### src/hw/rtl/aba_pkg.sv
// aba_pkg: shared types, status codes, register indexes and helpers
// for the aligned bump allocator. No dependencies.
`timescale 1ns / 1ps
`default_nettype none

package aba_pkg;

    // overflow bound of the bump offset, 2^OFFSET_BITS - 1 (range 8..64)
    localparam int unsigned OFFSET_BITS = 32;
    localparam logic [64:0] OFFSET_LIMIT = (65'd1 << OFFSET_BITS) - 65'd1;

    // configuration register indexes
    localparam int unsigned CFG_IDX_W = 2;
    localparam logic [CFG_IDX_W-1:0] CFG_BASE_ADDRESS = 2'd0;
    localparam logic [CFG_IDX_W-1:0] CFG_CAPACITY     = 2'd1;
    localparam logic [CFG_IDX_W-1:0] CFG_DISABLED     = 2'd2;

    // result status codes
    typedef enum logic [2:0] {
        ST_OK        = 3'd0,
        ST_ZERO_SIZE = 3'd1,
        ST_BAD_ALIGN = 3'd2,
        ST_DISABLED  = 3'd3,
        ST_OVERFLOW  = 3'd4,
        ST_NO_SPACE  = 3'd5
    } status_t;

    // region configuration as seen by the allocation core
    typedef struct packed {
        logic [31:0] base_address;
        logic [31:0] capacity;
        logic        disabled;
    } cfg_t;

    // one request beat
    typedef struct packed {
        logic [31:0] req_bytes;
        logic [31:0] align_bytes;
    } req_t;

    // one result beat
    typedef struct packed {
        status_t     status;
        logic [31:0] start_offset;
        logic [31:0] pad_bytes;
        logic [31:0] used_bytes;
        logic [31:0] peak_bytes;
        logic [31:0] grant_count;
        logic [31:0] refuse_count;
        logic [31:0] granted_total;
        logic [31:0] padding_total;
    } result_t;

    // 32-bit add that sticks at all ones
    function automatic logic [31:0] sat_add32(input logic [31:0] a, input logic [31:0] b);
        logic [32:0] s;
        s = {1'b0, a} + {1'b0, b};
        return s[32] ? 32'hFFFF_FFFF : s[31:0];
    endfunction

endpackage

`default_nettype wire

### src/hw/rtl/aba_cfg_regs.sv
// aba_cfg_regs: configuration register file of the aligned bump allocator
// Depends on aba_pkg for register indexes and the cfg_t type.
`timescale 1ns / 1ps
`default_nettype none

module aba_cfg_regs import aba_pkg::*; (
    input  wire logic                 aclk,
    input  wire logic                 aresetn,
    input  wire logic                 cfg_valid,
    output logic                      cfg_ready,
    input  wire logic [CFG_IDX_W-1:0] cfg_index,
    input  wire logic [31:0]          cfg_data,
    output cfg_t                      cfg
);

    cfg_t cfg_reg;

    // writes are always taken; unknown indexes are dropped
    assign cfg_ready = 1'b1;
    assign cfg       = cfg_reg;

    // register write beat
    always_ff @(posedge aclk) begin
        if (!aresetn) begin
            cfg_reg <= '0;
        end else if (cfg_valid) begin
            case (cfg_index)
                CFG_BASE_ADDRESS: cfg_reg.base_address <= cfg_data;
                CFG_CAPACITY:     cfg_reg.capacity     <= cfg_data;
                CFG_DISABLED:     cfg_reg.disabled     <= cfg_data[0];
                default: ;
            endcase
        end
    end

endmodule

`default_nettype wire

### src/hw/rtl/aba_alloc_core.sv
// aba_alloc_core: allocation decision and running state (offset, peak, counters)
// Depends on aba_pkg for cfg_t, req_t, result_t, status codes and sat_add32.
`timescale 1ns / 1ps
`default_nettype none

module aba_alloc_core import aba_pkg::*; (
    input  wire logic aclk,
    input  wire logic aresetn,
    input  wire cfg_t cfg,
    input  wire req_t req,
    input  wire logic fire,
    output result_t   result
);

    logic [31:0] bump_reg,    bump_next;
    logic [31:0] peak_reg,    peak_next;
    logic [31:0] grants_reg,  grants_next;
    logic [31:0] refuse_reg,  refuse_next;
    logic [31:0] gsum_reg,    gsum_next;
    logic [31:0] psum_reg,    psum_next;

    logic [31:0] align_m1;
    logic        align_ok;
    logic [32:0] bump_end;
    logic        overflow;
    logic [32:0] abs_addr;
    logic [33:0] rounded;
    logic [33:0] aligned;
    logic [33:0] cand;
    logic [34:0] fit_end;
    logic        no_space;
    logic [31:0] pad;
    status_t     status;
    logic        grant;
    logic        refuse;

    // legality checks
    assign align_m1 = req.align_bytes - 32'd1;
    assign align_ok = (req.align_bytes != 32'd0) && ((req.align_bytes & align_m1) == 32'd0);
    assign bump_end = {1'b0, bump_reg} + {1'b0, req.req_bytes};
    assign overflow = {32'd0, bump_end} > OFFSET_LIMIT;

    // round the absolute address up, then back to an offset and test the fit
    assign abs_addr = {1'b0, cfg.base_address} + {1'b0, bump_reg};
    assign rounded  = {1'b0, abs_addr} + {2'b00, align_m1};
    assign aligned  = rounded & ~{2'b00, align_m1};
    assign cand     = aligned - {2'b00, cfg.base_address};
    assign fit_end  = {1'b0, cand} + {3'b000, req.req_bytes};
    assign no_space = fit_end > {3'b000, cfg.capacity};
    assign pad      = cand[31:0] - bump_reg;

    // first failing check decides the status
    always_comb begin
        if (req.req_bytes == 32'd0) begin
            status = ST_ZERO_SIZE;
        end else if (!align_ok) begin
            status = ST_BAD_ALIGN;
        end else if (cfg.disabled) begin
            status = ST_DISABLED;
        end else if (overflow) begin
            status = ST_OVERFLOW;
        end else if (no_space) begin
            status = ST_NO_SPACE;
        end else begin
            status = ST_OK;
        end
    end

    assign grant  = (status == ST_OK);
    assign refuse = (status == ST_OVERFLOW) || (status == ST_NO_SPACE);

    // next state after this request
    always_comb begin
        bump_next   = bump_reg;
        peak_next   = peak_reg;
        grants_next = grants_reg;
        refuse_next = refuse_reg;
        gsum_next   = gsum_reg;
        psum_next   = psum_reg;
        if (grant) begin
            bump_next   = fit_end[31:0];
            peak_next   = (fit_end[31:0] > peak_reg) ? fit_end[31:0] : peak_reg;
            grants_next = sat_add32(grants_reg, 32'd1);
            gsum_next   = sat_add32(gsum_reg, req.req_bytes);
            psum_next   = sat_add32(psum_reg, pad);
        end
        if (refuse) begin
            refuse_next = sat_add32(refuse_reg, 32'd1);
        end
    end

    // result seen with the state after this request
    always_comb begin
        result.status        = status;
        result.start_offset  = grant ? cand[31:0] : 32'd0;
        result.pad_bytes     = grant ? pad : 32'd0;
        result.used_bytes    = bump_next;
        result.peak_bytes    = peak_next;
        result.grant_count   = grants_next;
        result.refuse_count  = refuse_next;
        result.granted_total = gsum_next;
        result.padding_total = psum_next;
    end

    // running state, updated once per processed request
    always_ff @(posedge aclk) begin
        if (!aresetn) begin
            bump_reg   <= '0;
            peak_reg   <= '0;
            grants_reg <= '0;
            refuse_reg <= '0;
            gsum_reg   <= '0;
            psum_reg   <= '0;
        end else if (fire) begin
            bump_reg   <= bump_next;
            peak_reg   <= peak_next;
            grants_reg <= grants_next;
            refuse_reg <= refuse_next;
            gsum_reg   <= gsum_next;
            psum_reg   <= psum_next;
        end
    end

endmodule

`default_nettype wire

### src/hw/rtl/aligned_bump_allocator.sv
// aligned_bump_allocator: top level, request register, core and result register
// Depends on aba_pkg, aba_cfg_regs and aba_alloc_core.
`timescale 1ns / 1ps
`default_nettype none

// Bump-pointer allocator over one region (base address, capacity, disable
// flag set through the cfg write port; the user must write it only while no
// request is in flight, which the block itself does not enforce). Each
// request beat carries a size and a power-of-two alignment and yields
// exactly one result beat: a status, the granted aligned start offset and
// padding, and the running offset, peak and saturating counters. Requests are
// taken one per clock unless the request side is stalled; a result passes the
// request register, then the result register, and the rate rests on the
// combinational round-up and fit check on the running bump offset.
// Back-pressure on the result side stalls the request side only when both registers are full.
module aligned_bump_allocator import aba_pkg::*; (
    input  wire logic                 aclk,
    input  wire logic                 aresetn,
    // configuration write channel
    input  wire logic                 cfg_valid,
    output logic                      cfg_ready,
    input  wire logic [CFG_IDX_W-1:0] cfg_index,
    input  wire logic [31:0]          cfg_data,
    // request stream
    input  wire logic                 s_axis_tvalid,
    output logic                      s_axis_tready,
    input  wire logic [63:0]          s_axis_tdata,   // req_bytes, align_bytes
    // result stream
    output logic                      m_axis_tvalid,
    input  wire logic                 m_axis_tready,
    output logic [263:0]              m_axis_tdata    // status, start_offset, pad_bytes,
                                                      // used_bytes, peak_bytes, grant_count,
                                                      // refuse_count, granted_total,
                                                      // padding_total, zero fill
);

    cfg_t    cfg;
    req_t    req_reg;
    logic    req_valid_reg;
    result_t core_result;
    result_t res_reg;
    logic    res_valid_reg;
    logic    advance;

    aba_cfg_regs u_cfg (
        .aclk      (aclk),
        .aresetn   (aresetn),
        .cfg_valid (cfg_valid),
        .cfg_ready (cfg_ready),
        .cfg_index (cfg_index),
        .cfg_data  (cfg_data),
        .cfg       (cfg)
    );

    // move the held request into the result register when it has room
    assign advance       = req_valid_reg && (!res_valid_reg || m_axis_tready);
    assign s_axis_tready = !req_valid_reg || advance;

    // request register
    always_ff @(posedge aclk) begin
        if (!aresetn) begin
            req_valid_reg <= 1'b0;
        end else if (s_axis_tready) begin
            req_valid_reg <= s_axis_tvalid;
        end
    end

    always_ff @(posedge aclk) begin
        if (s_axis_tvalid && s_axis_tready) begin
            req_reg.req_bytes   <= s_axis_tdata[31:0];
            req_reg.align_bytes <= s_axis_tdata[63:32];
        end
    end

    aba_alloc_core u_core (
        .aclk    (aclk),
        .aresetn (aresetn),
        .cfg     (cfg),
        .req     (req_reg),
        .fire    (advance),
        .result  (core_result)
    );

    // result register
    always_ff @(posedge aclk) begin
        if (!aresetn) begin
            res_valid_reg <= 1'b0;
        end else if (advance) begin
            res_valid_reg <= 1'b1;
        end else if (m_axis_tready) begin
            res_valid_reg <= 1'b0;
        end
    end

    always_ff @(posedge aclk) begin
        if (advance) begin
            res_reg <= core_result;
        end
    end

    // pack result beat, first field lowest
    assign m_axis_tvalid = res_valid_reg;
    assign m_axis_tdata  = {5'd0,
                            res_reg.padding_total,
                            res_reg.granted_total,
                            res_reg.refuse_count,
                            res_reg.grant_count,
                            res_reg.peak_bytes,
                            res_reg.used_bytes,
                            res_reg.pad_bytes,
                            res_reg.start_offset,
                            res_reg.status};

endmodule

`default_nettype wire

### config.mk
export PLATFORM = sky130hd
export DESIGN_NAME = aligned_bump_allocator
export DESIGN_NICKNAME = d
export VERILOG_FILES = /design/src/hw/rtl/aba_pkg.sv /design/src/hw/rtl/aba_cfg_regs.sv /design/src/hw/rtl/aba_alloc_core.sv /design/src/hw/rtl/aligned_bump_allocator.sv
export SDC_FILE = /design/constraint.sdc
export NUM_CORES = 2
export LEC_CHECK = 0
export BUFFER_PORTS_ARGS = -buffer_cell sky130_fd_sc_hd__buf_2
export CAP_MARGIN = 20
export CORE_MARGIN = 1
export CORE_UTILIZATION = 55
export CTS_BUF_LIST = sky130_fd_sc_hd__clkbuf_4 sky130_fd_sc_hd__clkbuf_8
export DETAILED_ROUTE_END_ITERATION = 10
export PLACE_DENSITY = 0.75
export SLEW_MARGIN = 30
export SYNTH_ARGS = -nofsm -noshare
export SYNTH_HDL_FRONTEND = slang
export SYNTH_HIERARCHICAL = 1
export SYNTH_SLANG_ARGS = --single-unit
### constraint.sdc
create_clock -name aclk -period 24.2 [get_ports aclk]
set_input_delay 1.21 -clock aclk [delete_from_list [all_inputs] [get_ports aclk]]
set_output_delay 1.21 -clock aclk [all_outputs]
set_load 0.005 [all_outputs]
==> key figures <==
Clocking
  • Hold buffer count at CTS: 0
  • Sink Count: 582
  • CTS tree: built
  • Worst skew pair latency: 720 ps
  • Num CTS Buffers: 100
  • H-tree depth: 3
  • Post-CTS sizing: 0
  • Worst-path clk slew: 60 ps
  • Post-CTS Setup Bufs: 0
  • Buffer levels on the longest clock path: 3
  • Clock Tree Root: clkbuf_8

GRT
  • GRT Total Usage: 0.299
  • First-pass GRT wire length: 156000 um
  • Largest net degree at the start of global routing: 104
  • Vias in the first global route: 27.8k
  • Initial antenna violation count: 3
  • GRT Residual Overflow: 0

Timing
  • Min Tclk post-route: 13030 ps
  • Final Hold Viols: 0
  • Period utilization: 0.538
  • Max Fclk: 76.7 MHz
  • Final Setup Violations: 0
  • Worst-Margin Slew: 964 ps
  • Final Max Slew Viols: 0
  • Fin Setup TNS: 0 ps
  • Setup Skew: 46.4 ps
  • RSZ-0062 raised after global routing: no
  • Worst relative slew slack: 0.341

Route
  • Wire length per cell: 20.4 um
  • Vias per inst: 5.98
  • Drt pass-1 iters: 8
  • Vias: 30.0k
  • DRC Markers: 0
  • Final WL: 102000 um
  • Antenna Nets Post-Route: 0
  • First DRT Iteration DRCs: 2740

Worst setup path
  • Req. time, crit path: 24640 ps
  • Slowest stage cell on the critical path: buf_6
  • Top cell by count, worst path: ha_1
  • Worst reg-to-reg path cell count: 48
  • Critical path type: reg -> reg
  • Worst Path Arrival: 13470 ps
  • Internal reg-to-reg setup slack: 11170 ps
  • Worst R2R End: m_axis_tdata[255]
  • Maximum fanout along the worst path: 103
  • Startpoint Class: flop
  • Reg2reg start: req_reg[0]
  • CP Capture Type: flop
  • CP peak stage delay: 640 ps

Placed design
  • I/O Buffers: 363
  • Gpl congestion: 0.948
  • DP HPWL: 76100 um

Layout
  • Multi-input logic area: 19700 um2
  • Commonest non-fill, non-tap cells in the layout: buf_2 (362), nand2_1 (348), a21oi_1 (331), edfxtp_1 (323), ha_1 (321)
  • Nets@finish: 4527
  • Area added between synthesis and finish: 13.0%
  • Sequential Area: 14900 um2
  • Fillers: 5468
  • Most common cell after layout, fill and taps aside: buf_2
  • Max FFs per register: 259
  • Share of cells above drive strength 1: 0.172
  • Final Util: 0.632

Synthesis
  • Mean Syn Cell Area: 9.76 um2
  • Ys async rst share: 0
  • Sequential area share after synthesis: 0.411
  • Synth Instances: 3705
  • Post-synthesis register bit count: 582
  • Ys Warns: 6
  • Dominant synthesized flop cell: edfxtp_1
  • Number of enable flip-flop cells after synthesis: 323
  • Post-synth cell types: 102
  • Mapped cell area: 36200 um2

Hold path
  • Worst hold path stage count: 2
  • Hold Crit Endpoint: u_cfg/cfg[31]
  • Worst Hold Class: reg -> reg
  • Min-delay src: u_cfg/cfg[31]

Floorplanning
  • Core ar.: 64700 um2
  • Die Width: 258 um
  • Die area: 66800 um2
  • # rows: 93
  • Io pins: 370
  • Die height: 258 um
  • Initial Utilization: 0.559

Power
  • PD cells: 82.2 nW/um2
  • Cell leakage power: 0.0168 uW
  • Worst VDD drop: 0.0000495 V

Run status
  • Outcome: completed

Flow run
  • Max-Cap Viols: 0
## metrics by stage
step	setup slack (ps)	area [um2]	hold slack, ps	instances	power [uW]
after CTS	10860	40800	462	5004	3350
after global placement	11120	38600	445	4815	2350
after global routing	10350	40900	481	5009	3540
final	11170	40900	459	5009	3360
after floorplan	9980	36200	435	3709	1990
after detailed placement	10890	38600	453	4816	2370
## worst max path at each step
stage	startpoint	end	slack (ps)	cells after the start
4_1_cts	req_reg[0]	m_axis_tdata[255]	10860	46
5_1_grt	req_reg[0]	u_core/grants_reg[24]	10350	47
3_3_place_gp	req_reg[0]	m_axis_tdata[255]	11120	45
2_1_floorplan	m_axis_tready	u_core/peak_reg[13]	9980	10
3_5_place_dp	req_reg[0]	m_axis_tdata[255]	10890	46
6_report	req_reg[0]	m_axis_tdata[255]	11170	48
## kinds of logic (layout without fill, tap and decap cells)
family / after synthesis / in the layout / share of synthesized area
simple gates: 1051 / 1051 / 0.140
compound gates: 1030 / 1030 / 0.190
flops: 582 / 582 / 0.411
buf+inv: 382 / 824 / 0.0470
fa+ha+maj: 359 / 359 / 0.132
xor+xnor: 163 / 163 / 0.0397
mux: 136 / 136 / 0.0394
other cells: 2 / 9 / 0.000208
## area by class of cell
class | count | share of cell area
Antenna cell | 3 | 0.000184
Inverter | 233 | 0.0215
Clock inverter | 33 | 0.00808
Multi-Input combinational cell | 2745 | 0.481
Clock buffer | 155 | 0.0458
Timing Repair Buffer | 403 | 0.0530
Tap cell | 855 | 0.0262
Sequential cell | 582 | 0.364
## critical path, delay by kind of cell (launching register included)
family | cells | cell delay [ps]
mux | 2 | 740
simple gates | 16 | 3710
fa+ha+maj | 7 | 2310
buf+inv | 4 | 1410
xor+xnor | 3 | 870
flops | 1 | 470
compound gates | 16 | 3130
## layer usage
layer	wire, um	track usage
met2	43700	0.442
met1	46900	0.437
met3	7760	0.0406
met4	3940	0.129
met5	0	0
## Yosys cell counts, types with 57 or more instances
library cell | instances | area (um2)
a21o_1 | 118 | 886
clkbuf_1 | 57 | 214
a21oi_1 | 332 | 1660
xnor2_1 | 103 | 902
mux2i_1 | 100 | 1000
and2_1 | 81 | 507
a31oi_1 | 67 | 419
edfxtp_1 | 323 | 9700
nor2_1 | 256 | 961
dfxtp_1 | 259 | 5180
xor2_1 | 59 | 517
nand2_1 | 348 | 1310
buf_2 | 63 | 315
o21ai_0 | 135 | 676
inv_1 | 232 | 871
ha_1 | 321 | 4020
## power breakdown
part	internal, uW	switching, uW	total (uW)
Sequential	1070	22.2	1100
Clock	550	424	974
Combinational	490	798	1290
(Power assumes the default switching activity.)
